$ cat src/hw/rtl/stsc_pkg.sv
// Shared types, token codes and keyword table for the source token scanner.
package stsc_pkg;

  localparam int unsigned ValueBitsDefault = 32;
  localparam int unsigned KeywordChars     = 8;
  localparam int unsigned NumKeywords      = 17;
  localparam int unsigned MaxRes           = 3;
  localparam int unsigned FifoDepth        = 8;

  typedef enum logic [5:0] {
    TOK_STAR_EQ, TOK_STAR, TOK_SLASH_EQ, TOK_SLASH, TOK_INC, TOK_PLUS_EQ, TOK_PLUS,
    TOK_DEC, TOK_MINUS_EQ, TOK_MINUS, TOK_GE, TOK_GT, TOK_LE, TOK_LT, TOK_NE, TOK_EQ,
    TOK_ASSIGN, TOK_DOT, TOK_COMMA, TOK_LPAREN, TOK_RPAREN, TOK_LBRACK, TOK_RBRACK,
    TOK_LBRACE, TOK_RBRACE, TOK_UNDERSCORE, TOK_SEMI, TOK_NUMBER, TOK_IDENT,
    TOK_KW_THEN, TOK_KW_DO, TOK_KW_UNTIL, TOK_KW_VOID, TOK_KW_OD, TOK_KW_FI,
    TOK_KW_ELSE, TOK_KW_LET, TOK_KW_CALL, TOK_KW_IF, TOK_KW_WHILE, TOK_KW_REPEAT,
    TOK_KW_RETURN, TOK_KW_VAR, TOK_KW_ARRAY, TOK_KW_FUNCTION, TOK_KW_MAIN,
    TOK_END, TOK_ERROR
  } token_e;

  typedef struct packed {
    token_e             token;
    logic signed [31:0] value;
    logic [15:0]        lexeme_len;
    logic [31:0]        start_pos;
    logic [23:0]        line;
    logic               final_res;
  } res_t;

  // keyword text, first character in the low byte, zero padded
  localparam logic [KeywordChars*8-1:0] KwWord [NumKeywords] = '{
    64'h0000_0000_6E65_6874,  // then
    64'h0000_0000_0000_6F64,  // do
    64'h0000_006C_6974_6E75,  // until
    64'h0000_0000_6469_6F76,  // void
    64'h0000_0000_0000_646F,  // od
    64'h0000_0000_0000_6966,  // fi
    64'h0000_0000_6573_6C65,  // else
    64'h0000_0000_0074_656C,  // let
    64'h0000_0000_6C6C_6163,  // call
    64'h0000_0000_0000_6669,  // if
    64'h0000_0065_6C69_6877,  // while
    64'h0000_7461_6570_6572,  // repeat
    64'h0000_6E72_7574_6572,  // return
    64'h0000_0000_0072_6176,  // var
    64'h0000_0079_6172_7261,  // array
    64'h6E6F_6974_636E_7566,  // function
    64'h0000_0000_6E69_616D   // main
  };

  localparam logic [3:0] KwLen [NumKeywords] = '{
    4'd4, 4'd2, 4'd5, 4'd4, 4'd2, 4'd2, 4'd4, 4'd3, 4'd4,
    4'd2, 4'd5, 4'd6, 4'd6, 4'd3, 4'd5, 4'd8, 4'd4
  };

  function automatic token_e word_token(input logic [KeywordChars*8-1:0] wbuf,
                                        input logic [15:0] len);
    token_e tok;
    logic   hit;
    tok = TOK_IDENT;
    hit = 1'b0;
    for (int k = 0; k < NumKeywords; k++) begin
      if (!hit && len == 16'(KwLen[k]) && wbuf == KwWord[k]) begin
        tok = token_e'(6'(TOK_KW_THEN) + 6'(k));
        hit = 1'b1;
      end
    end
    return tok;
  endfunction

endpackage

$ cat src/hw/rtl/stsc_lexer.sv
// Scanner state and per-character token logic, up to three result words per step.
module stsc_lexer
  import stsc_pkg::*;
#(
  parameter int unsigned ValueBits = ValueBitsDefault
) (
  input  logic                    clk_i,
  input  logic                    rst_ni,
  input  logic                    step_i,
  input  logic [7:0]              ch_i,
  input  logic                    eot_i,
  output logic [1:0]              push_cnt_o,
  output res_t [MaxRes-1:0]       push_res_o
);

  localparam int unsigned WordBits = KeywordChars * 8;
  localparam int unsigned PosBits  = $clog2(KeywordChars);
  localparam int unsigned ExtBits  = ((ValueBits > 32) ? ValueBits : 32) + 1;
  localparam logic [ValueBits-1:0] PosLim = {1'b0, {(ValueBits-1){1'b1}}};
  localparam logic [ValueBits-1:0] NegLim = {1'b1, {(ValueBits-1){1'b0}}};

  localparam logic [7:0] ChTab = 8'h09, ChNl = 8'h0A, ChCr = 8'h0D, ChSp = 8'h20;
  localparam logic [7:0] ChBang = 8'h21, ChLParen = 8'h28, ChRParen = 8'h29;
  localparam logic [7:0] ChStar = 8'h2A, ChPlus = 8'h2B, ChComma = 8'h2C;
  localparam logic [7:0] ChMinus = 8'h2D, ChDot = 8'h2E, ChSlash = 8'h2F;
  localparam logic [7:0] ChZero = 8'h30, ChNine = 8'h39, ChColon = 8'h3A;
  localparam logic [7:0] ChSemi = 8'h3B, ChLt = 8'h3C, ChEq = 8'h3D, ChGt = 8'h3E;
  localparam logic [7:0] ChUpA = 8'h41, ChUpZ = 8'h5A, ChLBrack = 8'h5B;
  localparam logic [7:0] ChRBrack = 8'h5D, ChUscore = 8'h5F, ChLoA = 8'h61;
  localparam logic [7:0] ChLoZ = 8'h7A, ChLBrace = 8'h7B, ChRBrace = 8'h7D;

  typedef enum logic [2:0] {
    MODE_IDLE, MODE_OP, MODE_NUM, MODE_WORD, MODE_COMMENT
  } mode_e;

  typedef struct packed {
    logic   hit;
    token_e tok;
  } op_t;

  function automatic op_t single_op(input logic [7:0] c);
    op_t r;
    r.hit = 1'b1;
    case (c)
      ChDot:    r.tok = TOK_DOT;
      ChComma:  r.tok = TOK_COMMA;
      ChLParen: r.tok = TOK_LPAREN;
      ChRParen: r.tok = TOK_RPAREN;
      ChLBrack: r.tok = TOK_LBRACK;
      ChRBrack: r.tok = TOK_RBRACK;
      ChLBrace: r.tok = TOK_LBRACE;
      ChRBrace: r.tok = TOK_RBRACE;
      ChUscore: r.tok = TOK_UNDERSCORE;
      ChSemi:   r.tok = TOK_SEMI;
      default: begin
        r.hit = 1'b0;
        r.tok = TOK_ERROR;
      end
    endcase
    return r;
  endfunction

  function automatic op_t with_eq(input logic [7:0] c);
    op_t r;
    r.hit = 1'b1;
    case (c)
      ChStar:  r.tok = TOK_STAR_EQ;
      ChSlash: r.tok = TOK_SLASH_EQ;
      ChPlus:  r.tok = TOK_PLUS_EQ;
      ChMinus: r.tok = TOK_MINUS_EQ;
      ChGt:    r.tok = TOK_GE;
      ChLt:    r.tok = TOK_LE;
      ChBang:  r.tok = TOK_NE;
      ChEq:    r.tok = TOK_EQ;
      ChColon: r.tok = TOK_ASSIGN;
      default: begin
        r.hit = 1'b0;
        r.tok = TOK_ERROR;
      end
    endcase
    return r;
  endfunction

  function automatic op_t lone_op(input logic [7:0] c);
    op_t r;
    r.hit = 1'b1;
    case (c)
      ChStar:  r.tok = TOK_STAR;
      ChSlash: r.tok = TOK_SLASH;
      ChPlus:  r.tok = TOK_PLUS;
      ChMinus: r.tok = TOK_MINUS;
      ChGt:    r.tok = TOK_GT;
      ChLt:    r.tok = TOK_LT;
      default: begin
        r.hit = 1'b0;
        r.tok = TOK_ERROR;
      end
    endcase
    return r;
  endfunction

  // acc*10 + d, clamped to the signed range limit
  function automatic logic [ValueBits-1:0] add_digit(input logic [ValueBits-1:0] acc,
                                                     input logic neg,
                                                     input logic [3:0] d);
    logic [ValueBits+3:0] prod;
    logic [ValueBits-1:0] lim;
    lim  = neg ? NegLim : PosLim;
    prod = ({4'b0000, acc} << 3) + ({4'b0000, acc} << 1) + {{ValueBits{1'b0}}, d};
    if (prod > {4'b0000, lim}) begin
      return lim;
    end
    return prod[ValueBits-1:0];
  endfunction

  function automatic logic signed [31:0] num_value(input logic [ValueBits-1:0] acc,
                                                   input logic neg);
    logic [ExtBits-1:0] e;
    e = ExtBits'(acc);
    if (neg) begin
      e = -e;
    end
    return e[31:0];
  endfunction

  function automatic res_t mk_res(input token_e tok, input logic signed [31:0] val,
                                  input logic [15:0] len, input logic [31:0] start,
                                  input logic [23:0] ln, input logic fin);
    res_t r;
    r.token      = tok;
    r.value      = val;
    r.lexeme_len = len;
    r.start_pos  = start;
    r.line       = ln;
    r.final_res  = fin;
    return r;
  endfunction

  mode_e                mode_q, mode_d;
  logic [7:0]           held_q, held_d;
  logic [WordBits-1:0]  wbuf_q, wbuf_d;
  logic [15:0]          wlen_q, wlen_d;
  logic [31:0]          tstart_q, tstart_d;
  logic [31:0]          cpos_q, cpos_d;
  logic [ValueBits-1:0] acc_q, acc_d;
  logic                 neg_q, neg_d;
  logic [23:0]          line_q, line_d;
  logic                 stuck_q, stuck_d;

  mode_e                mode_f;
  logic [7:0]           held_f;
  logic [WordBits-1:0]  wbuf_f;
  logic [15:0]          wlen_f;
  logic [31:0]          tstart_f;
  logic [ValueBits-1:0] acc_f;
  logic                 neg_f;
  logic [23:0]          line_f;

  logic        is_digit, is_letter, is_word, is_blank, is_nl;
  logic [15:0] wlen_inc;
  logic [23:0] line_inc;
  logic [31:0] cpos_inc;
  logic        go_idle, err_feed, err_tail;
  op_t         sop, weq_c, weq_h, lone_h, lone_f;
  res_t        res_a, res_b, res_c, res_d;
  logic        v_a, v_b, v_c, v_d;
  res_t [2:0]  cand;
  logic [2:0]  cand_v;
  logic [1:0]  idx;

  assign is_digit  = (ch_i >= ChZero) && (ch_i <= ChNine);
  assign is_letter = ((ch_i >= ChUpA) && (ch_i <= ChUpZ)) ||
                     ((ch_i >= ChLoA) && (ch_i <= ChLoZ));
  assign is_word   = is_digit || is_letter || (ch_i == ChUscore);
  assign is_blank  = (ch_i == ChSp) || (ch_i == ChTab) || (ch_i == ChCr);
  assign is_nl     = (ch_i == ChNl);
  assign wlen_inc  = (wlen_q == 16'hFFFF) ? wlen_q : wlen_q + 16'd1;
  assign line_inc  = (line_q == 24'hFFFFFF) ? line_q : line_q + 24'd1;
  assign cpos_inc  = (cpos_q == 32'hFFFF_FFFF) ? cpos_q : cpos_q + 32'd1;
  assign sop       = single_op(ch_i);
  assign weq_c     = with_eq(ch_i);
  assign weq_h     = with_eq(held_q);
  assign lone_h    = lone_op(held_q);

  always_comb begin
    mode_f   = mode_q;
    held_f   = held_q;
    wbuf_f   = wbuf_q;
    wlen_f   = wlen_q;
    tstart_f = tstart_q;
    acc_f    = acc_q;
    neg_f    = neg_q;
    line_f   = line_q;
    go_idle  = 1'b0;
    err_feed = 1'b0;
    v_a      = 1'b0;
    v_b      = 1'b0;
    res_a    = mk_res(TOK_ERROR, '0, 16'd1, tstart_q, line_q, 1'b1);
    res_b    = mk_res(TOK_ERROR, '0, 16'd1, cpos_q, line_q, 1'b1);

    case (mode_q)
      MODE_COMMENT: begin
        if (is_nl) begin
          line_f = line_inc;
          mode_f = MODE_IDLE;
        end
      end
      MODE_NUM: begin
        if (is_digit) begin
          acc_f  = add_digit(acc_q, neg_q, ch_i[3:0]);
          wlen_f = wlen_inc;
        end else begin
          v_a     = 1'b1;
          res_a   = mk_res(TOK_NUMBER, num_value(acc_q, neg_q), wlen_q, tstart_q,
                           line_q, 1'b0);
          go_idle = 1'b1;
        end
      end
      MODE_WORD: begin
        if (is_word) begin
          if (wlen_q < 16'(KeywordChars)) begin
            wbuf_f = wbuf_q | (WordBits'(ch_i) << {wlen_q[PosBits-1:0], 3'b000});
          end
          wlen_f = wlen_inc;
        end else begin
          v_a     = 1'b1;
          res_a   = mk_res(word_token(wbuf_q, wlen_q), '0, wlen_q, tstart_q, line_q, 1'b0);
          go_idle = 1'b1;
        end
      end
      MODE_OP: begin
        mode_f = MODE_IDLE;
        if (ch_i == ChEq && weq_h.hit) begin
          v_a   = 1'b1;
          res_a = mk_res(weq_h.tok, '0, 16'd2, tstart_q, line_q, 1'b0);
        end else if (held_q == ChPlus && ch_i == ChPlus) begin
          v_a   = 1'b1;
          res_a = mk_res(TOK_INC, '0, 16'd2, tstart_q, line_q, 1'b0);
        end else if (held_q == ChMinus && ch_i == ChMinus) begin
          v_a   = 1'b1;
          res_a = mk_res(TOK_DEC, '0, 16'd2, tstart_q, line_q, 1'b0);
        end else if (held_q == ChSlash && ch_i == ChSlash) begin
          mode_f = MODE_COMMENT;
        end else if (held_q == ChMinus && is_digit) begin
          mode_f = MODE_NUM;
          neg_f  = 1'b1;
          acc_f  = add_digit('0, 1'b1, ch_i[3:0]);
          wlen_f = 16'd2;
        end else if (lone_h.hit) begin
          v_a     = 1'b1;
          res_a   = mk_res(lone_h.tok, '0, 16'd1, tstart_q, line_q, 1'b0);
          go_idle = 1'b1;
        end else begin
          v_a      = 1'b1;
          err_feed = 1'b1;
        end
      end
      default: begin
        go_idle = 1'b1;
      end
    endcase

    if (go_idle) begin
      mode_f = MODE_IDLE;
      if (is_blank) begin
        mode_f = MODE_IDLE;
      end else if (is_nl) begin
        line_f = line_inc;
      end else if (sop.hit) begin
        v_b   = 1'b1;
        res_b = mk_res(sop.tok, '0, 16'd1, cpos_q, line_q, 1'b0);
      end else if (weq_c.hit) begin
        held_f   = ch_i;
        tstart_f = cpos_q;
        mode_f   = MODE_OP;
      end else if (is_digit) begin
        mode_f   = MODE_NUM;
        neg_f    = 1'b0;
        acc_f    = add_digit('0, 1'b0, ch_i[3:0]);
        wlen_f   = 16'd1;
        tstart_f = cpos_q;
      end else if (is_letter) begin
        mode_f   = MODE_WORD;
        wbuf_f   = WordBits'(ch_i);
        wlen_f   = 16'd1;
        tstart_f = cpos_q;
      end else begin
        v_b      = 1'b1;
        err_feed = 1'b1;
      end
    end
  end

  // flush at end of text
  assign lone_f = lone_op(held_f);

  always_comb begin
    v_c      = 1'b0;
    err_tail = 1'b0;
    res_c    = mk_res(TOK_ERROR, '0, 16'd1, tstart_f, line_f, 1'b1);
    if (eot_i && !err_feed) begin
      case (mode_f)
        MODE_NUM: begin
          v_c   = 1'b1;
          res_c = mk_res(TOK_NUMBER, num_value(acc_f, neg_f), wlen_f, tstart_f, line_f, 1'b0);
        end
        MODE_WORD: begin
          v_c   = 1'b1;
          res_c = mk_res(word_token(wbuf_f, wlen_f), '0, wlen_f, tstart_f, line_f, 1'b0);
        end
        MODE_OP: begin
          v_c = 1'b1;
          if (lone_f.hit) begin
            res_c = mk_res(lone_f.tok, '0, 16'd1, tstart_f, line_f, 1'b0);
          end else begin
            err_tail = 1'b1;
          end
        end
        default: begin
          v_c = 1'b0;
        end
      endcase
    end
    v_d   = eot_i && !err_feed && !err_tail;
    res_d = mk_res(TOK_END, '0, 16'd0, cpos_inc, line_f, 1'b1);
  end

  always_comb begin
    cand[0]    = res_a;
    cand[1]    = v_b ? res_b : res_c;
    cand[2]    = res_d;
    cand_v     = {v_d, v_b || v_c, v_a};
    push_res_o = '0;
    idx        = 2'd0;
    for (int j = 0; j < 3; j++) begin
      if (cand_v[j]) begin
        push_res_o[idx] = cand[j];
        idx             = idx + 2'd1;
      end
    end
    push_cnt_o = (step_i && !stuck_q) ? idx : 2'd0;
  end

  always_comb begin
    mode_d   = mode_q;
    held_d   = held_q;
    wbuf_d   = wbuf_q;
    wlen_d   = wlen_q;
    tstart_d = tstart_q;
    cpos_d   = cpos_q;
    acc_d    = acc_q;
    neg_d    = neg_q;
    line_d   = line_q;
    stuck_d  = stuck_q;
    if (step_i) begin
      if (eot_i) begin
        mode_d   = MODE_IDLE;
        held_d   = '0;
        wbuf_d   = '0;
        wlen_d   = '0;
        tstart_d = '0;
        cpos_d   = '0;
        acc_d    = '0;
        neg_d    = 1'b0;
        line_d   = 24'd1;
        stuck_d  = 1'b0;
      end else if (!stuck_q) begin
        mode_d   = mode_f;
        held_d   = held_f;
        wbuf_d   = wbuf_f;
        wlen_d   = wlen_f;
        tstart_d = tstart_f;
        cpos_d   = cpos_inc;
        acc_d    = acc_f;
        neg_d    = neg_f;
        line_d   = line_f;
        stuck_d  = err_feed;
      end
    end
  end

  always_ff @(posedge clk_i or negedge rst_ni) begin
    if (!rst_ni) begin
      mode_q   <= MODE_IDLE;
      held_q   <= '0;
      wbuf_q   <= '0;
      wlen_q   <= '0;
      tstart_q <= '0;
      cpos_q   <= '0;
      acc_q    <= '0;
      neg_q    <= 1'b0;
      line_q   <= 24'd1;
      stuck_q  <= 1'b0;
    end else begin
      mode_q   <= mode_d;
      held_q   <= held_d;
      wbuf_q   <= wbuf_d;
      wlen_q   <= wlen_d;
      tstart_q <= tstart_d;
      cpos_q   <= cpos_d;
      acc_q    <= acc_d;
      neg_q    <= neg_d;
      line_q   <= line_d;
      stuck_q  <= stuck_d;
    end
  end

`ifndef ASSERT_OFF
  a_eot_resets: assert property (@(posedge clk_i) disable iff (!rst_ni)
    step_i && eot_i |=> mode_q == MODE_IDLE && cpos_q == '0 && line_q == 24'd1 && !stuck_q)
    else $error("scanner state not cleared after end of text");

  a_stuck_silent: assert property (@(posedge clk_i) disable iff (!rst_ni)
    stuck_q |-> push_cnt_o == 2'd0)
    else $error("output while silenced after error");

  a_stuck_cause: assert property (@(posedge clk_i) disable iff (!rst_ni)
    $rose(stuck_q) |-> $past(push_cnt_o != 2'd0))
    else $error("silenced without an error word");
`endif

endmodule

$ cat src/hw/rtl/stsc_res_fifo.sv
// Result word queue: up to three writes per cycle, one read.
module stsc_res_fifo
  import stsc_pkg::*;
(
  input  logic              clk_i,
  input  logic              rst_ni,
  input  logic [1:0]        push_cnt_i,
  input  res_t [MaxRes-1:0] push_res_i,
  output logic              room_o,
  output logic              out_valid_o,
  input  logic              out_stall_i,
  output res_t              out_res_o
);

  localparam int unsigned AddrBits = $clog2(FifoDepth);
  localparam int unsigned CntBits  = AddrBits + 1;

  res_t                mem [FifoDepth];
  logic [AddrBits-1:0] wr_ptr_q, wr_ptr_d;
  logic [AddrBits-1:0] rd_ptr_q, rd_ptr_d;
  logic [CntBits-1:0]  count_q, count_d;
  logic                pop;

  assign out_valid_o = (count_q != '0);
  assign out_res_o   = mem[rd_ptr_q];
  assign pop         = out_valid_o && !out_stall_i;
  assign room_o      = (count_q <= CntBits'(FifoDepth - MaxRes));

  assign wr_ptr_d = wr_ptr_q + AddrBits'(push_cnt_i);
  assign rd_ptr_d = rd_ptr_q + AddrBits'(pop);
  assign count_d  = count_q + CntBits'(push_cnt_i) - CntBits'(pop);

  always_ff @(posedge clk_i or negedge rst_ni) begin
    if (!rst_ni) begin
      wr_ptr_q <= '0;
      rd_ptr_q <= '0;
      count_q  <= '0;
    end else begin
      wr_ptr_q <= wr_ptr_d;
      rd_ptr_q <= rd_ptr_d;
      count_q  <= count_d;
    end
  end

  always_ff @(posedge clk_i) begin
    for (int i = 0; i < MaxRes; i++) begin
      if (push_cnt_i > 2'(i)) begin
        mem[wr_ptr_q + AddrBits'(i)] <= push_res_i[i];
      end
    end
  end

`ifndef ASSERT_OFF
  a_no_overrun: assert property (@(posedge clk_i) disable iff (!rst_ni)
    push_cnt_i != 2'd0 |-> CntBits'(FifoDepth) - count_q >= CntBits'(push_cnt_i))
    else $error("result queue overrun");

  a_count_tracks: assert property (@(posedge clk_i) disable iff (!rst_ni)
    (count_q == '0) == (wr_ptr_q == rd_ptr_q) || count_q == CntBits'(FifoDepth))
    else $error("result queue count and pointers disagree");
`endif

endmodule

$ cat src/hw/rtl/source_token_scanner_core.sv
// A character is registered at the input, scanned, and its result words are queued before they leave.
// Throughput: one character per cycle while the result queue holds five words or fewer;
// one result word leaves per cycle while out_stall_i is low.
// Reset (rst_ni low, asynchronous): scanner idle, position 0, line 1, queue empty.
// Every end-of-text character returns the scanner, but not the queue, to that same state.
// Top level of the source token scanner.
module source_token_scanner_core
  import stsc_pkg::*;
#(
  parameter int unsigned ValueBits = ValueBitsDefault
) (
  input  logic               clk_i,
  input  logic               rst_ni,
  input  logic               in_valid_i,
  output logic               in_stall_o,
  input  logic [7:0]         ch_i,
  input  logic               end_of_text_i,
  output logic               out_valid_o,
  input  logic               out_stall_i,
  output logic [5:0]         token_o,
  output logic signed [31:0] value_o,
  output logic [15:0]        lexeme_len_o,
  output logic [31:0]        start_pos_o,
  output logic [23:0]        line_o,
  output logic               final_res_o
);

  logic              in_valid_q;
  logic [7:0]        ch_q;
  logic              eot_q;
  logic              room;
  logic              step;
  logic              take;
  logic [1:0]        push_cnt;
  res_t [MaxRes-1:0] push_res;
  res_t              out_res;

  assign step       = in_valid_q && room;
  assign in_stall_o = in_valid_q && !room;
  assign take       = in_valid_i && !in_stall_o;

  always_ff @(posedge clk_i or negedge rst_ni) begin
    if (!rst_ni) begin
      in_valid_q <= 1'b0;
    end else if (take) begin
      in_valid_q <= 1'b1;
    end else if (step) begin
      in_valid_q <= 1'b0;
    end
  end

  always_ff @(posedge clk_i) begin
    if (take) begin
      ch_q  <= ch_i;
      eot_q <= end_of_text_i;
    end
  end

  stsc_lexer #(
    .ValueBits(ValueBits)
  ) u_lexer (
    .clk_i,
    .rst_ni,
    .step_i    (step),
    .ch_i      (ch_q),
    .eot_i     (eot_q),
    .push_cnt_o(push_cnt),
    .push_res_o(push_res)
  );

  stsc_res_fifo u_fifo (
    .clk_i,
    .rst_ni,
    .push_cnt_i (push_cnt),
    .push_res_i (push_res),
    .room_o     (room),
    .out_valid_o(out_valid_o),
    .out_stall_i(out_stall_i),
    .out_res_o  (out_res)
  );

  assign token_o      = 6'(out_res.token);
  assign value_o      = out_res.value;
  assign lexeme_len_o = out_res.lexeme_len;
  assign start_pos_o  = out_res.start_pos;
  assign line_o       = out_res.line;
  assign final_res_o  = out_res.final_res;

endmodule
$ cat config.mk
export PLATFORM = sky130hd
export DESIGN_NAME = source_token_scanner_core
export DESIGN_NICKNAME = d
export VERILOG_FILES = /design/src/hw/rtl/stsc_pkg.sv /design/src/hw/rtl/stsc_lexer.sv /design/src/hw/rtl/stsc_res_fifo.sv /design/src/hw/rtl/source_token_scanner_core.sv
export SDC_FILE = /design/constraint.sdc
export NUM_CORES = 2
export LEC_CHECK = 0
export BUFFER_PORTS_ARGS = -buffer_cell sky130_fd_sc_hd__buf_2
export CORE_MARGIN = 2
export CORE_UTILIZATION = 40
export CTS_BUF_LIST = sky130_fd_sc_hd__clkbuf_4 sky130_fd_sc_hd__clkbuf_8
export DETAILED_ROUTE_END_ITERATION = 8
export SYNTH_ARGS = -nofsm -noshare
export SYNTH_HDL_FRONTEND = slang
export SYNTH_SLANG_ARGS = --single-unit
$ cat constraint.sdc
create_clock -name clk_i -period 23.1 [get_ports clk_i]
set_input_delay 1.155 -clock clk_i [delete_from_list [all_inputs] [get_ports clk_i]]
set_output_delay 1.155 -clock clk_i [all_outputs]
set_load 0.02 [all_outputs]
==> metrics.txt <==
arithmetic-cell share of the synthesized area counting full adders, half adders and majority gates 0.02289; instance count of the mapped netlist 6545; cell types with the highest counts after synthesis sky130_fd_sc_hd__nor2_1 (1121), sky130_fd_sc_hd__edfxtp_1 (897), sky130_fd_sc_hd__o21ai_0 (533); area growth from synthesis to final layout 10.32%; worst slew pin tran 1244 ps; critical path capture point type flip-flop; post-route core utilization 0.4429; setup clock skew after layout 71.21 ps; run status finished, final reports clean; data required time of the worst path 23790 ps; Via Count about 57000; post-route design area approximately 74000 sq um; number of rows created at floorplan 150; portion of synthesized cell area occupied by the leading cell type 0.4025; clock tree from TritonCTS done; count of unique library cells instantiated by Yosys 107; least setup slack across all paths after layout 14010 ps; insertion delay to the later sink of the worst-skew pair 1000 ps; final number of max-transition violations 0; placeable core region 166700 sq um; Die Area ~170000 sq um; Netlist Area Pre-Place 66920 sq um; IO Count 126; GP Congestion 0.9930; global route total overflow 0; path type of the worst min-delay path in2async; clock-pin slew on the worst setup and hold paths 60 ps; average footprint of a synthesized cell 10.22 sq um; dpl ws about 14000 ps; Final Hold Fails 0; cell area power density 106.5 nW/um^2; Synthesis Warnings 0; final worst path period need 9089 ps; share of the clock period used by the worst path after layout 0.3935; cell type with the largest total area after synthesis sky130_fd_sc_hd__edfxtp_1; number of buffers inserted by post-CTS setup repair 0; Synthesized Nets 6678; number of antenna violations at the first check in global routing 12; instance area at placement roughly 70000 sq um; depth of the worst register-to-register path 26; primary flip-flop cell chosen by synthesis mapping sky130_fd_sc_hd__edfxtp_1; Lkg Pwr 27.39 nW; fmax 110.0 MHz; category of the worst setup path launch point flip-flop; sequential element share of the synthesized area 0.4863; initial DRC count 7495; compound-gate portion of the synthesized area 0.1613; antenna-violating nets left 0; register-to-register setup slack about 14000 ps; number of detailed-routing iterations run before antenna repair 9; Arrival @ worst endpoint 9780 ps; critical path class reg2reg; count of flip-flops with a built-in enable after synthesis 897; max-capacitance violation count 0; # setup viols final 0; total global routing track utilization 0.2807; clock tree root driver cell sky130_fd_sc_hd__clkbuf_8; vias in the first global route 54644; Resize count post-CTS 0; number of hold-repair buffers added at the cts stage 0; HPWL reported at the end of detailed placement 152300 um; main area contributors after synthesis sky130_fd_sc_hd__edfxtp_1 (40%), sky130_fd_sc_hd__dfrtp_1 (8.3%), sky130_fd_sc_hd__mux4_2 (7.5%), sky130_fd_sc_hd__nor2_1 (6.3%), sky130_fd_sc_hd__o21ai_0 (4.0%); PortBufs 125; fraction of final layout cells sized beyond drive strength 1 0.1610; most frequent cell after synthesis sky130_fd_sc_hd__nor2_1; level count of the clock H-tree 4; aggregate negative setup slack 0 ps; xor/xnor cell area share of the yosys netlist 0.01924; critical register-to-register path endpoint u_fifo.mem[6][89]; Nets 6636; detailed-route wire length per cell 27.65 um; remaining design rule violation count 0; simple-gate portion of the synthesized area 0.1632; VDD IR-drop max roughly 0.1 mV; fraction of synthesis flops using an asynchronous set or reset pin 0.1998; multiplexer fraction of the synthesized cell area 0.1144; largest family of logic cells by synthesized area simple AND/OR/NAND/NOR gates; wire length of the first global-routing pass 361000 um; Worst R2R Start ch_q[3]; initial core utilization 0.4015; unrepaired setup endpoints after global routing false; critical path peak fanout 39; width of the die 413.0 um; total routed wirelength 245300 um; normalized max-slew margin 0.1673; Vias/cell 6.449; number of synthesized register bits 1121; maximum number of pins on one net before global-route repair ~110; CTS max path bufs 3; Design Power 7.861 mW; vertical die dimension 413.0 um; number of sinks driven by the clock tree 1121; Num CTS Buffers 194
-- layout by cell type (no fill, tap or decap), types with 23 or more instances in the layout --
cell type,n
sky130_fd_sc_hd__nor2_1,1109
sky130_fd_sc_hd__edfxtp_1,897
sky130_fd_sc_hd__o21ai_0,526
sky130_fd_sc_hd__nand2_1,496
sky130_fd_sc_hd__a21oi_1,398
sky130_fd_sc_hd__mux4_2,222
sky130_fd_sc_hd__dfrtp_1,219
sky130_fd_sc_hd__clkbuf_8,209
sky130_fd_sc_hd__o22ai_1,196
sky130_fd_sc_hd__buf_4,140
sky130_fd_sc_hd__mux2i_1,128
sky130_fd_sc_hd__nor3_1,125
sky130_fd_sc_hd__buf_2,124
sky130_fd_sc_hd__mux2_2,122
sky130_fd_sc_hd__ha_1,116
sky130_fd_sc_hd__nand4_1,101
sky130_fd_sc_hd__nand3_1,100
sky130_fd_sc_hd__xnor2_1,90
sky130_fd_sc_hd__a22o_1,87
sky130_fd_sc_hd__clkbuf_4,85
sky130_fd_sc_hd__o31ai_1,73
sky130_fd_sc_hd__inv_1,64
sky130_fd_sc_hd__nor4_1,62
sky130_fd_sc_hd__and3_1,60
sky130_fd_sc_hd__xor2_1,57
sky130_fd_sc_hd__a31oi_1,47
sky130_fd_sc_hd__o21ai_1,41
sky130_fd_sc_hd__and2_1,38
sky130_fd_sc_hd__clkinv_1,35
sky130_fd_sc_hd__nand2b_1,34
sky130_fd_sc_hd__a221o_1,33
sky130_fd_sc_hd__nor2b_1,32
sky130_fd_sc_hd__or4_1,30
sky130_fd_sc_hd__or3_1,29
sky130_fd_sc_hd__a211oi_1,24
sky130_fd_sc_hd__a41oi_1,23
-- critical path, stage by stage (launching register included) --
cell and delay, ps:
sky130_fd_sc_hd__edfxtp_1 320, sky130_fd_sc_hd__buf_4 460, sky130_fd_sc_hd__fa_1 530, sky130_fd_sc_hd__ha_1 300, sky130_fd_sc_hd__a211oi_1 300, sky130_fd_sc_hd__o21ai_0 260, sky130_fd_sc_hd__nand2_1 180, sky130_fd_sc_hd__o21ai_0 190
sky130_fd_sc_hd__a2111oi_0 800, sky130_fd_sc_hd__o31ai_1 160, sky130_fd_sc_hd__xor2_1 260, sky130_fd_sc_hd__ha_1 290, sky130_fd_sc_hd__a21o_1 210, sky130_fd_sc_hd__a311o_1 360, sky130_fd_sc_hd__a211oi_1 220, sky130_fd_sc_hd__a31oi_1 70
sky130_fd_sc_hd__a31oi_1 330, sky130_fd_sc_hd__nand4_1 300, sky130_fd_sc_hd__nor2_1 1030, sky130_fd_sc_hd__a311oi_1 350, sky130_fd_sc_hd__ha_1 340, sky130_fd_sc_hd__nand4_1 120, sky130_fd_sc_hd__nor2_1 180, sky130_fd_sc_hd__a41o_1 300
sky130_fd_sc_hd__xor2_1 140, sky130_fd_sc_hd__a21oi_1 690, sky130_fd_sc_hd__nor2_1 80
-- metal layers --
layer / global-route usage / vias to the layer above / routed length [um] / share of wire
met2: 0.4312 / 3562 / 110300 / 0.45
met4: 0.09755 / 6 / 8776 / 0.036
met5: 0 / - / 65 / 0.00026
met3: 0.05648 / 618 / 25810 / 0.11
met1: 0.3944 / 28318 / 100400 / 0.41
li1: - / 24717 / - / -
-- final cells by class --
class	count	area (sq um)
fill	15735	92840
sequential	1121	32560
multi-input combinational	4854	32500
clock buffer	294	3515
tap	2204	2758
timing repair buffer	266	1707
clock inverter	65	526.8
inverter	66	247.7
antenna	3	7.507
-- flip-flops by register name, indices dropped and copies added, names as in the netlist --
name	flops
eot_q	1
u_fifo.count_q	4
in_valid_q	1
u_lexer.neg_q	1
u_fifo.wr_ptr_q	3
u_lexer.line_q	24
u_lexer.tstart_q	32
u_lexer.wlen_q	16
ch_q	8
u_fifo.rd_ptr_q	3
u_lexer.held_q	8
u_lexer.mode_q	3
u_lexer.acc_q	32
u_lexer.wbuf_q	64
u_lexer.stuck_q	1
u_lexer.cpos_q	32
u_fifo.mem	888
-- metrics by stage --
| stage | std cells | hold WS [ps] |
|---|---|---|
| 6_report | 8873 | 254.7 |
| 3_3_place_gp | 8511 | 476.7 |
| 3_5_place_dp | 8511 | 474.5 |
| 5_1_grt | 8872 | 269.8 |
| 4_1_cts | 8870 | 197.0 |
| 2_1_floorplan | 6545 | 458.2 |
-- report_power, final --
group	switching (mW)	internal [mW]	leakage (nW)
logic	2.09	1.07	14.2
clock network	0.893	1.02	2.15
registers	0.183	2.61	11.1
total	3.16	4.70	27.4
-- how the worst max path moves through the flow --
stage / startpoint / end / slack (ps) / depth (start not counted)
after CTS: ch_q[3] / u_fifo.mem[1][89] / 14160 / 26
after global placement: ch_q[3] / u_fifo.mem[6][89] / 14390 / 26
after detailed placement: ch_q[3] / u_fifo.mem[1][89] / 14170 / 26
final: ch_q[3] / u_fifo.mem[6][89] / 14010 / 26
after floorplan: u_lexer.held_q[6] / u_fifo.mem[0][0] / 5970 / 13
after global routing: ch_q[3] / u_fifo.mem[6][99] / 13350 / 27
-- cell families (layout without fill, tap and decap cells) --
logic type	after synthesis	count (layout)
buffers and inverters	570	691
and+or+nand+nor	2390	2390
other	0	3
muxes	472	472
DFF	1121	1121
xor gates and xnor gates	147	147
adders and majority gates	120	120
AOI/OAI and AO/OA	1725	1725
Note: power is estimated with default switching activity, not from simulation.
